===== config.mk =====
export PLATFORM = sky130hd
export DESIGN_NAME = rc4c_ctrl
export DESIGN_NICKNAME = d
export VERILOG_FILES = /design/src/rtl/rc4c_pkg.sv /design/src/rtl/rc4c_ctrl.sv
export SDC_FILE = /design/constraint.sdc
export NUM_CORES = 1
export LEC_CHECK = 0
export BUFFER_PORTS_ARGS = -buffer_cell sky130_fd_sc_hd__buf_2
export CAP_MARGIN = 15
export CORE_MARGIN = 2
export CORE_UTILIZATION = 30
export CTS_CLUSTER_SIZE = 20
export DETAILED_ROUTE_END_ITERATION = 10
export PLACE_DENSITY_LB_ADDON = 0.05
export SYNTH_ARGS = -nofsm -noshare
export SYNTH_HDL_FRONTEND = slang
export SYNTH_SLANG_ARGS = --single-unit

===== constraint.sdc =====
create_clock -name clk -period 1.98 [get_ports clk]
set_input_delay 0.099 -clock clk [delete_from_list [all_inputs] [get_ports clk]]
set_output_delay 0.099 -clock clk [all_outputs]
set_load 0.01 [all_outputs]

===== src/rtl/rc4c_pkg.sv =====
// Shared types and constants for the RC4 chained round stream cipher.
// Used by the controller, the datapath and the top level. No dependencies.
package rc4c_pkg;

  localparam int MAX_ROUNDS_DEF = 16;
  localparam int KEY_BYTES_DEF  = 256;

  localparam int SBOX_DEPTH = 256;
  localparam int CFG_IDX_W  = 1;
  localparam int CFG_DATA_W = 9;

  // request kinds carried on s_tuser
  localparam logic [2:0] REQ_LOAD_KEY    = 3'd0;
  localparam logic [2:0] REQ_SCHEDULE    = 3'd1;
  localparam logic [2:0] REQ_RESET_CHAIN = 3'd2;
  localparam logic [2:0] REQ_ENCRYPT     = 3'd3;
  localparam logic [2:0] REQ_DECRYPT     = 3'd4;

  // configuration register indexes
  localparam logic [CFG_IDX_W-1:0] CFG_ROUNDS     = 1'd0;
  localparam logic [CFG_IDX_W-1:0] CFG_KEY_LENGTH = 1'd1;

  // datapath operations, one per cycle
  typedef enum logic [4:0] {
    OP_NONE,
    OP_LATCH,
    OP_KEY_WR,
    OP_INIT_CLR,
    OP_INIT_WR,
    OP_KSA1,
    OP_KSA2,
    OP_KSA3,
    OP_KSA4,
    OP_SAVE_RD,
    OP_SAVE_WR,
    OP_REST_RD,
    OP_REST_WR,
    OP_IDX_CLR,
    OP_DRAW1,
    OP_DRAW2,
    OP_DRAW3,
    OP_DRAW4,
    OP_ENC_PRE,
    OP_DEC_PRE,
    OP_BACK_RD,
    OP_BACK_APPLY,
    OP_ENC_POST,
    OP_DEC_POST,
    OP_OUT_LOAD
  } dp_op_t;

  // where a keystream byte goes
  typedef enum logic [1:0] {
    KS_SEED,
    KS_DISCARD,
    KS_XOR,
    KS_ADD
  } ks_dst_t;

  typedef struct packed {
    dp_op_t  op;
    ks_dst_t ks_dst;
    logic    dec;
  } ctl_t;

  typedef struct packed {
    logic k_last;
    logic r_last;
    logic r_zero;
  } sts_t;

endpackage


===== src/rtl/rc4c_ctrl.sv =====
// Controller: sequences key load, key schedule, chain reset and the round
// draws of encrypt/decrypt. Depends on rc4c_pkg.
module rc4c_ctrl (
  input  logic           clk,
  input  logic           rst,
  input  logic           in_valid,
  output logic           in_ready,
  input  logic [2:0]     in_req,
  output logic           out_valid,
  input  logic           out_ready,
  output logic           out_status,
  output rc4c_pkg::ctl_t ctl,
  input  rc4c_pkg::sts_t sts
);
  import rc4c_pkg::*;

  typedef enum logic [4:0] {
    ST_IDLE, ST_LATCH, ST_KEY, ST_CLR, ST_INIT, ST_KSA1, ST_KSA2, ST_KSA3, ST_KSA4,
    ST_SVRD, ST_SVWR, ST_RSCLR, ST_RSRD, ST_RSWR, ST_IDX,
    ST_D1, ST_D2, ST_D3, ST_D4, ST_ENCP, ST_DECP, ST_BKRD, ST_BKAP,
    ST_ENCPOST, ST_DECPOST, ST_DONE
  } state_t;

  state_t     state;
  logic [2:0] req_q;
  ks_dst_t    ksd;
  logic       keyed, stat_pend;
  logic       slot_free;

  assign in_ready  = (state == ST_IDLE);
  assign slot_free = !out_valid || out_ready;

  // command decode; payload is captured on the accepting edge
  always_comb begin
    ctl.ks_dst = ksd;
    ctl.dec    = (req_q == REQ_DECRYPT);
    unique case (state)
      ST_IDLE:    ctl.op = in_valid ? OP_LATCH : OP_NONE;
      ST_LATCH:   ctl.op = OP_NONE;
      ST_KEY:     ctl.op = OP_KEY_WR;
      ST_CLR:     ctl.op = OP_INIT_CLR;
      ST_INIT:    ctl.op = OP_INIT_WR;
      ST_KSA1:    ctl.op = OP_KSA1;
      ST_KSA2:    ctl.op = OP_KSA2;
      ST_KSA3:    ctl.op = OP_KSA3;
      ST_KSA4:    ctl.op = OP_KSA4;
      ST_SVRD:    ctl.op = OP_SAVE_RD;
      ST_SVWR:    ctl.op = OP_SAVE_WR;
      ST_RSCLR:   ctl.op = OP_INIT_CLR;
      ST_RSRD:    ctl.op = OP_REST_RD;
      ST_RSWR:    ctl.op = OP_REST_WR;
      ST_IDX:     ctl.op = OP_IDX_CLR;
      ST_D1:      ctl.op = OP_DRAW1;
      ST_D2:      ctl.op = OP_DRAW2;
      ST_D3:      ctl.op = OP_DRAW3;
      ST_D4:      ctl.op = OP_DRAW4;
      ST_ENCP:    ctl.op = OP_ENC_PRE;
      ST_DECP:    ctl.op = OP_DEC_PRE;
      ST_BKRD:    ctl.op = OP_BACK_RD;
      ST_BKAP:    ctl.op = OP_BACK_APPLY;
      ST_ENCPOST: ctl.op = OP_ENC_POST;
      ST_DECPOST: ctl.op = OP_DEC_POST;
      ST_DONE:    ctl.op = slot_free ? OP_OUT_LOAD : OP_NONE;
      default:    ctl.op = OP_NONE;
    endcase
  end

  // sequencer
  always_ff @(posedge clk) begin
    if (rst) begin
      state      <= ST_IDLE;
      req_q      <= REQ_LOAD_KEY;
      ksd        <= KS_SEED;
      keyed      <= 1'b0;
      stat_pend  <= 1'b0;
      out_valid  <= 1'b0;
      out_status <= 1'b0;
    end else begin
      if (out_valid && out_ready && state != ST_DONE) out_valid <= 1'b0;
      unique case (state)
        ST_IDLE: begin
          if (in_valid) begin
            req_q     <= in_req;
            stat_pend <= 1'b0;
            state     <= ST_LATCH;
          end
        end
        ST_LATCH: begin
          priority case (req_q)
            REQ_LOAD_KEY: state <= ST_KEY;
            REQ_SCHEDULE: state <= ST_CLR;
            REQ_RESET_CHAIN, REQ_ENCRYPT, REQ_DECRYPT: begin
              if (!keyed) begin
                stat_pend <= 1'b1;
                state     <= ST_DONE;
              end else if (req_q == REQ_RESET_CHAIN) begin
                state <= ST_RSCLR;
              end else if (req_q == REQ_ENCRYPT) begin
                state <= ST_ENCP;
              end else begin
                state <= ST_DECP;
              end
            end
            default: state <= ST_DONE;
          endcase
        end
        ST_KEY:  state <= ST_DONE;
        ST_CLR:  state <= ST_INIT;
        ST_INIT: if (sts.k_last) state <= ST_KSA1;
        ST_KSA1: state <= ST_KSA2;
        ST_KSA2: state <= ST_KSA3;
        ST_KSA3: state <= ST_KSA4;
        ST_KSA4: state <= sts.k_last ? ST_SVRD : ST_KSA1;
        ST_SVRD: state <= ST_SVWR;
        ST_SVWR: begin
          if (sts.k_last) begin
            ksd   <= KS_SEED;
            state <= ST_IDX;
          end
        end
        ST_RSCLR: state <= ST_RSRD;
        ST_RSRD:  state <= ST_RSWR;
        ST_RSWR: begin
          if (sts.k_last) begin
            ksd   <= KS_DISCARD;
            state <= ST_IDX;
          end
        end
        ST_IDX: state <= ST_D1;
        ST_D1:  state <= ST_D2;
        ST_D2:  state <= ST_D3;
        ST_D3:  state <= ST_D4;
        ST_D4: begin
          unique case (ksd)
            KS_SEED: begin
              keyed <= 1'b1;
              state <= ST_DONE;
            end
            KS_DISCARD: state <= ST_DONE;
            KS_XOR: begin
              ksd   <= KS_ADD;
              state <= ST_D1;
            end
            KS_ADD: begin
              if (sts.r_last) begin
                state <= (req_q == REQ_DECRYPT) ? ST_BKRD : ST_ENCPOST;
              end else begin
                ksd   <= KS_XOR;
                state <= ST_D1;
              end
            end
          endcase
        end
        ST_ENCP, ST_DECP: begin
          ksd   <= KS_XOR;
          state <= ST_D1;
        end
        ST_BKRD:    state <= ST_BKAP;
        ST_BKAP:    if (sts.r_zero) state <= ST_DECPOST;
        ST_ENCPOST: state <= ST_DONE;
        ST_DECPOST: state <= ST_DONE;
        ST_DONE: begin
          if (slot_free) begin
            out_valid  <= 1'b1;
            out_status <= stat_pend;
            state      <= ST_IDLE;
          end
        end
        default: state <= ST_IDLE;
      endcase
    end
  end

  // result is posted as soon as the output slot frees up
  a_done_posts: assert property (@(posedge clk) disable iff (rst)
    (state == ST_DONE && slot_free) |=> (out_valid && state == ST_IDLE))
    else $error("result not posted from done state");

  // once keyed, the cipher stays keyed
  a_keyed_holds: assert property (@(posedge clk) disable iff (rst) !$fell(keyed))
    else $error("keyed flag dropped");

  // not-keyed status only for chain/encrypt/decrypt requests
  a_status_req: assert property (@(posedge clk) disable iff (rst)
    (state == ST_DONE && stat_pend) |->
      (req_q == REQ_RESET_CHAIN || req_q == REQ_ENCRYPT || req_q == REQ_DECRYPT))
    else $error("not-keyed status on wrong request");

  // schedule ends its swap pass after the last S-box entry
  a_ksa_exit: assert property (@(posedge clk) disable iff (rst)
    (state == ST_KSA4 && sts.k_last) |=> (state == ST_SVRD))
    else $error("key schedule did not leave swap pass");

endmodule

==> results.md, run 1 <==
* First-pass GRT wire length at 7160 um
* VDD IR max at 0.000626 V
* TritonCTS clock tree: yes
* Grt ovf at 0
* Worst Skew at 0.00307 ns
* Async SR Flop Fraction at 0%
* Max Root-Sink Buffers at 2
* Cells after synthesis at 186
* Slew @ Worst Pin at 0.497 ns
* Cells after DPL at 261
* Final hold violations at 0
* Die H at 71.6 um
* Pleak at 0.623 nW
* Final WL at 4440 um
* DRC Markers at 0
* Tightest Hold Check Type: input pin to flip-flop
* Detail-routed net length per standard cell at 16.7 um
* Initial antenna violation count at 0
* CP startpoint kind: flip-flop
* Worst setup path startpoint: state[1]
* CTS root buffer: clkbuf_8
* # rows at 24
* Largest delay contributor family on the critical path: flip-flops
* Wl on met1 at 1960 um
* Share of cells above drive strength 1 at 26.3%
* Post-Layout Cell Count at 265
* Most Frequent Cell on Critical Path: nor2_1
* Width of the die at 71.6 um
* Synth warn at 0
* Initial Util at 31.3%
* Slew Limit Fails at 0
* Top sig layer: met4
* Gr usage total at 17.7%
* Number of CTS-inserted buffers at 3
* Distinct cells, synth at 61
* Minimum hold slack at 0.104 ns
* Worst R2R Setup Slack at 0.27 ns
* CTS hold repair buffers at 0
* DR WL met2 at 2140 um
* Yosys top cell by area: dfxtp_1
* Via count at 1533
* Crit path DAT at 1.73 ns
* FF-to-FF End: state[4]
* Ports at 21
* Clk pin slew, worst setup/hold paths at 0.07 ns
* Post-cts sizing count at 0
* 1st-iter DRT viols at 78
* Largest net degree at the start of global routing at 23
* CP max FO at 8
* Clock sinks at 14
* Core Box Area at 4380 sq um
* Layout area overhead at 19.1%
* Register bit count reported by yosys at 14
* Nets at 224
* Avg Cell Area, Syn at 7.38 sq um
* R2R depth at 6
* Highest Clock Rate at 0.546 GHz
* Max Cap Violations at 0
* Required time worst endpoint at 1.88 ns
* Min-Delay Path Depth at 3
* Slowest stage cell, crit path: dfxtp_1
* Crit-path max cell delay at 0.47 ns
* Worst path bufs/invs at 2
* Rel. slew slack at 66.0%
* Vias per inst at 5.78
* Outcome: finished clean
* Setup_tns at 0 ns
* Worst r2r src: state[1]
* Clock Latency Late Sink at 0.25 ns
* Commonest cells in the netlist: 19 x nor2_1, 17 x a21oi_1, 15 x nand2_1
* Vias in the first global route at 1454
* Final period util at 92.4%
* Power Density at 1700 nW/um^2
* Hold Path End: req_q[2]
* Detailed placer's ending HPWL at 3390 um
* Setup violators final at 0
* IO buf count at 20
* Worst hold path startpoint: in_req[2]
* Critical path cell sequence: buf_4 > nor2_1 > nor2b_1 > nor2_1 > a31o_2 > o22ai_1 > buf_2
* RSZ-0062 raised after global routing: false
* Post-Syn Nets at 196
* Htree depth at 1
* Post-CTS setup buffers at 0
* Endpoint type of the worst setup path: output port
* Final Total Pwr at 2.78 mW
* Top post-synthesis cells by area: dfxtp_1 20%, a21oi_1 6.2%, nor2_1 5.2%
* Routed Antenna Nets at 0
* Top-count cell post-synth: nor2_1
* Seq/Total Area, Yosys at 20.4%
* Antenna fix cells at 0
* Pre-antenna DRT Iters at 4
* Fin crit period at 1.83 ns
* Crit Path Category: flip-flop to output port
* Post-synth EDFFs at 0
* Final Wtd Congestion at 0.858
* WP depth at 7
* Die Area at 5130 sq um
* Top_reg_cell synth: dfxtp_1
* Synthesized area at 1370 sq um
* DR WL met3 at 253 um
* Area share of the largest cell type after synthesis at 20.4%
[tightest hold or removal path, stage by stage]
cell	delay (ns)
buf_2	0.09
nand3_1	0.06
a21oi_1	0.05
[cells by family (layout without fill, tap and decap cells)]
kind of cell,after synthesis,after routing,share of synthesized area (%)
multiplexers,1,1,0.729
AND/OR/NAND/NOR,80,80,33.3
XOR/XNOR,2,2,1.28
AO/OA/AOI/OAI,66,66,34.5
buffers and inverters,23,50,9.85
flip-flops,14,14,20.4
[worst max-delay path by stage]
| stage | endpoint | slack, ns |
|---|---|---|
| final | ctl[3] | 0.15 |
| after global routing | ctl[3] | 0.04 |
| after CTS | ctl[3] | 0.15 |
| after detailed placement | state[3] | 0.29 |
| after global placement | state[4] | 0.27 |
| after floorplan | state[1] | 0.48 |
[metal layers]
metal,global-route usage [%],vias up
li1,-,746
met5,0,-
met1,23.3,731
met2,28.5,48
met4,6.92,0
met3,3.52,8
[stage by stage]
step	cell area, sq um	utilization [%]	setup WS [ns]
6_report	1640	37.3	0.150
5_1_grt	1640	37.3	0.0395
4_1_cts	1640	37.3	0.152
3_5_place_dp	1580	36.0	0.285
3_3_place_gp	1580	36.0	0.272
2_1_floorplan	1370	-	0.476
[area by class of cell]
class	count	area, sq um
Clock buffer	4	55.1
Sequential cell	14	280
Timing Repair Buffer	38	248
Multi-Input combinational cell	149	957
Inverter	8	30.0
Tap cell	52	65.1
Fill cell	484	2750
[cell usage in the layout, fill, tap and decap left out, drive strengths merged, types with 2 or more instances in the layout]
cell type	instances
nor2	19
o32ai	2
nand3	6
nand2b	5
nand4	2
o22ai	4
a31oi	5
nor4b	2
nor3	8
inv	8
o2111a	2
nand2	15
a311oi	3
a21oi	18
nor2b	11
clkbuf	4
and2	2
nor3b	2
o211ai	3
a211oi	2
a221oi	3
buf	38
o21ai	8
a31o	2
or2	4
dfxtp	14
[where the power goes]
part | switching (mW) | internal [mW] | total (mW)
sequential | 0.112 | 0.362 | 0.474
clock | 0.111 | 0.176 | 0.287
combinational | 1.14 | 0.881 | 2.02
[registers in the layout, summed over array words and instances (netlist names)]
register,count
ksd,2
req_q,3
keyed,1
out_valid,1
stat_pend,1
out_status,1
state,5
(Power assumes the default switching activity.)
==> run 2, diff against run 1 <==
- REMOVE_ABC_BUFFERS: default -> 1
==> results.md, run 2 (synthesis gave the netlist of run 1 again) <==
* Required time worst endpoint at 1.88 ns
* Width of the die at 71.6 um
* Initial Util at 31.3%
* Number of CTS-inserted buffers at 3
* Pleak at 0.647 nW
* CP max FO at 18
* VDD IR max at 0.000533 V
* Nets at 228
* Tightest Hold Check Type: input pin to flip-flop
* Outcome: finished clean
* DP Area at 1620 sq um
* Final Wtd Congestion at 0.868
* Core Box Area at 4380 sq um
* Critical path cell sequence: buf_12 > nand2b_1 > buf_4 > a31o_2 > o22ai_1 > buf_2
* Max Root-Sink Buffers at 2
* IO buf count at 20
* Routing usage on met3 at 2.81%
* Fin crit period at 1.87 ns
* Setup_tns at 0 ns
* Detail-routed net length per standard cell at 17.3 um
* Grt ovf at 0
* Clock sinks at 14
* Crit Path Category: flip-flop to output port
* Ports at 21
* Most flops, register: state
* Final WL at 4660 um
* Crit-path max cell delay at 0.51 ns
* Detailed placer's ending HPWL at 3520 um
* CP startpoint kind: flip-flop
* Endpoint type of the worst setup path: output port
* Routed Antenna Nets at 0
* Highest Clock Rate at 0.534 GHz
* DRC Markers at 0
* Worst Skew at 0.00147 ns
* Clk pin slew, worst setup/hold paths at 0.07 ns
* Pre-antenna DRT Iters at 5
* Slew @ Worst Pin at 0.367 ns
* Most frequent cells in the layout: 20 x buf_2, 20 x buf_4, 19 x nor2_1, 17 x a21oi_1, 15 x nand2_1
* Post-CTS setup buffers at 0
* Most Used Layer, Global Route: met2
* Slowest stage cell, crit path: dfxtp_1
* Die Area at 5130 sq um
* CTS root buffer: clkbuf_8
* Share of cells above drive strength 1 at 28.1%
* Final period util at 94.6%
* Initial antenna violation count at 0
* Layout area overhead at 22.3%
* Setup violators final at 0
* # rows at 24
* Gr usage total at 18.5%
* Clock Latency Late Sink at 0.25 ns
* CTS hold repair buffers at 0
* First-pass GRT wire length at 7380 um
* Antenna fix cells at 0
* RSZ-0062 raised after global routing: false
* Max Cap Violations at 0
* Vias in the first global route at 1414
* Htree depth at 1
* Crit path DAT at 1.77 ns
* Rel. slew slack at 74.9%
* M1 GR Usage at 25.3%
* Final Cell Area at 1680 sq um
* Met2 GRT Util at 30.5%
* Die H at 71.6 um
* Largest register FFs at 5
* Power Density at 1700 nW/um^2
* Via count at 1538
* Final hold violations at 0
* Largest net degree at the start of global routing at 19
* Slew Limit Fails at 0
* TritonCTS clock tree: yes
* Regs by FF count: state x5, req_q x3, ksd x2
* Vias per inst at 5.72
* 1st-iter DRT viols at 236
* Post-cts sizing count at 1
* Minimum hold slack at 0.0935 ns
[run 2: changes by cell type in the layout (fill, tap and decap cells not counted)]
cell / previous run / this run
buf_4: 17 / 20
buf_12: 1 / 2
dfxtp_1: 14 / 13
dfxtp_2: 0 / 1
[run 2: cell type report]
class,count,area [sq um]
multi-input combinational,149,957
inverter,8,30.0
clock buffer,4,55.1
fill,469,2710
sequential,14,282
tap,52,65.1
timing repair buffer,42,290
[run 2: where the power goes]
group | internal (mW) | switching (mW) | total [mW]
Combinational | 0.903 | 1.12 | 2.03
Clock | 0.177 | 0.118 | 0.294
Sequential | 0.363 | 0.168 | 0.531
[run 2: worst paths after layout]
| path | startpoint | slack, ns | depth (start not counted) | endpoint |
|---|---|---|---|---|
| worst max-delay path | state[0] | 0.11 | 6 | ctl[3] |
| worst min-delay path | in_req[0] | 0.09 | 3 | req_q[0] |
| worst max register to register | state[1] | 0.21 | 5 | ksd[0] |
| worst min register to register | stat_pend | 0.46 | 2 | out_status |
[run 2: stage by stage]
stage                     utilization, %  setup slack (ns)  total power [mW]  std cells
final                               38.3             0.107              2.85        269
after global routing                38.3            0.0382              3.08        269
after CTS                           38.3             0.106              2.85        269
after detailed placement            37.0             0.214              2.54        265
after global placement              37.0             0.180              2.59        265
after floorplan                        -           -0.0314              1.73        171
[run 2: routing by layer]
metal | vias up | share of wire (%)
met3 | 15 | 7.0
li1 | 750 | -
met2 | 64 | 46
met1 | 709 | 45
met5 | - | 0
met4 | 0 | 1.7
[run 2: critical path: cells and delay by family (launching register included)]
kind	cells	cell delay (ns)
DFF	1	0.51
buffers and inverters	3	0.51
AOI/OAI and AO/OA	2	0.38
and+or+nand+nor	1	0.12
==> run 3, diff against run 2 <==
- clock period: 1.98 -> 1.5 ns (I/O delays scaled with it)
==> results.md, run 3 (synthesis gave the netlist of run 1 again) <==
* Cells after DPL at 299
* CP max FO at 7
* Clock sinks at 14
* Switching part of the total power at 42.9%
* Tightest Hold Check Type: input pin to flip-flop
* RSZ-0062 raised after global routing: true
* Slowest stage cell, crit path: dfxtp_4
* DP Area at 1890 sq um
* Endpoint type of the worst setup path: flip-flop
* # rows at 24
* Htree depth at 1
* Ports at 21
* Die H at 71.6 um
* Reg power frac at 11.1%
* Final period util at 113%
* Grt ovf at 0
* Largest net degree at the start of global routing at 16
* Fin crit period at 1.70 ns
* Rel. slew slack at 67.1%
* Highest Clock Rate at 0.589 GHz
* Pre-antenna DRT Iters at 4
* Width of the die at 71.6 um
* Nets at 293
* Post-layout util at 59.4%
* Crit path DAT at 1.87 ns
* Clock Latency Late Sink at 0.25 ns
* Pleak at 1.08 nW
* Initial Util at 31.3%
* Layout area overhead at 89.7%
* Int Pwr at 3.76 mW
* CTS hold repair buffers at 0
* Initial antenna violation count at 0
* Largest delay contributor family on the critical path: compound AO/OA/AOI/OAI gates
* Max Cap Violations at 0
* Outcome: finished, violations left
* DRC Markers at 0
* VDD IR max at 0.00145 V
* Critical path cell sequence: buf_6 > nor2b_4 > buf_6 > a221oi_2 > o2111a_2 > o211ai_1 > a31oi_1
* Gr usage total at 21.3%
* CP startpoint kind: flip-flop
* Required time worst endpoint at 1.67 ns
* IO buf count at 20
* Worst path bufs/invs at 2
* Crit Path Category: flip-flop to flip-flop
* Regs by FF count: state x5, req_q x3, ksd x2
* CTS root buffer: clkbuf_8
* Die Area at 5130 sq um
* First-pass GRT wire length at 8550 um
* Crit-path max cell delay at 0.35 ns
* Detailed placer's ending HPWL at 3770 um
* Post-route setup slack at -0.198 ns
* Most common cell after layout, fill and taps aside: buf_4
* Most flops, register: state
* Failing checks: negative setup slack
* Most frequent cells in the layout: 59 x buf_4, 22 x buf_6, 19 x buf_2, 16 x nor2_1, 13 x nand2_1
* Power Density at 2530 nW/um^2
* Vias per inst at 5.69
* Final hold violations at 0
* Largest register FFs at 5
* Antenna fix cells at 0
* Core Box Area at 4380 sq um
* Share of cells above drive strength 1 at 59.9%
* Minimum hold slack at 0.0808 ns
* Worst Skew at 0.00377 ns
* Post-Layout Cell Count at 334
* TritonCTS clock tree: yes
* Vias in the first global route at 1736
* Via count at 1902
* Clock power share at 5.8%
* Total net switching power at 2.82 mW
* Final Cell Area at 2600 sq um
* Most Frequent Cell on Critical Path: buf_6
* Slew @ Worst Pin at 0.492 ns
* Slew Limit Fails at 0
* Setup violators final at 16
* Final Wtd Congestion at 0.863
* Detail-routed net length per standard cell at 18.5 um
* 1st-iter DRT viols at 111
* Number of CTS-inserted buffers at 3
* Comb pwr share at 83.2%
* Final WL at 6180 um
* Routed Antenna Nets at 0
* Clk pin slew, worst setup/hold paths at 0.06 ns
* Max Root-Sink Buffers at 2
## run 3: timing repair
item,in CTS,in global routing
hold endpoints to repair,0,0
gates resized for setup,52,38
setup endpoints to repair,17,18
pin swaps,11,19
buffers inserted,18,10
gates cloned,2,2
## run 3: final cells by class
type / count / area, sq um
well taps: 52 / 65.1
repair buffers: 107 / 943
inverters: 8 / 33.8
clock buffers: 4 / 55.1
fillers: 380 / 1780
flip-flops and latches: 14 / 297
multi-input cells: 149 / 1210
## run 3: path summary, 6_finish.rpt
check	to	cells past startpoint	start	slack (ns)
min	req_q[0]	3	in_req[0]	0.08
max	state[4]	7	state[0]	-0.20
min reg2reg	out_status	2	stat_pend	0.48
max reg2reg	state[4]	7	state[0]	-0.20
## run 3: worst reg2reg max path, stage by stage, from the launching register on
cell and delay, ns:
dfxtp_4 0.35, buf_6 0.12, nor2b_4 0.12, buf_6 0.13, a221oi_2 0.26, o2111a_2 0.33
o211ai_1 0.15, a31oi_1 0.16
## run 3: through the flow
step                setup slack, ns  total power [mW]  TNS [ns]
floorplan                    -0.511              2.29     -3.97
global placement             -0.202              4.23     -1.17
detailed placement           -0.146              4.21    -0.901
CTS                          -0.190              5.70     -1.63
global route                 -0.243              6.93     -2.88
finish                       -0.198              6.58     -1.83
## run 3: metal layers
metal / GRT usage (%) / part of all wire, % / wire length (um)
met4: 7.34 / 1.6 / 100
met3: 2.25 / 4.9 / 301
met1: 28.3 / 42 / 2600
met2: 35.7 / 51 / 3180
met5: 0 / 0 / 0
## run 3: power groups by stage
stage               Sequential, mW  Combinational [mW]  Clock [mW]
floorplan                    0.824                1.46           0
global placement             0.649                3.58           0
detailed placement           0.651                3.56           0
CTS                          0.685                4.62       0.390
global route                 0.755                5.77       0.408
finish                       0.727                5.47       0.379
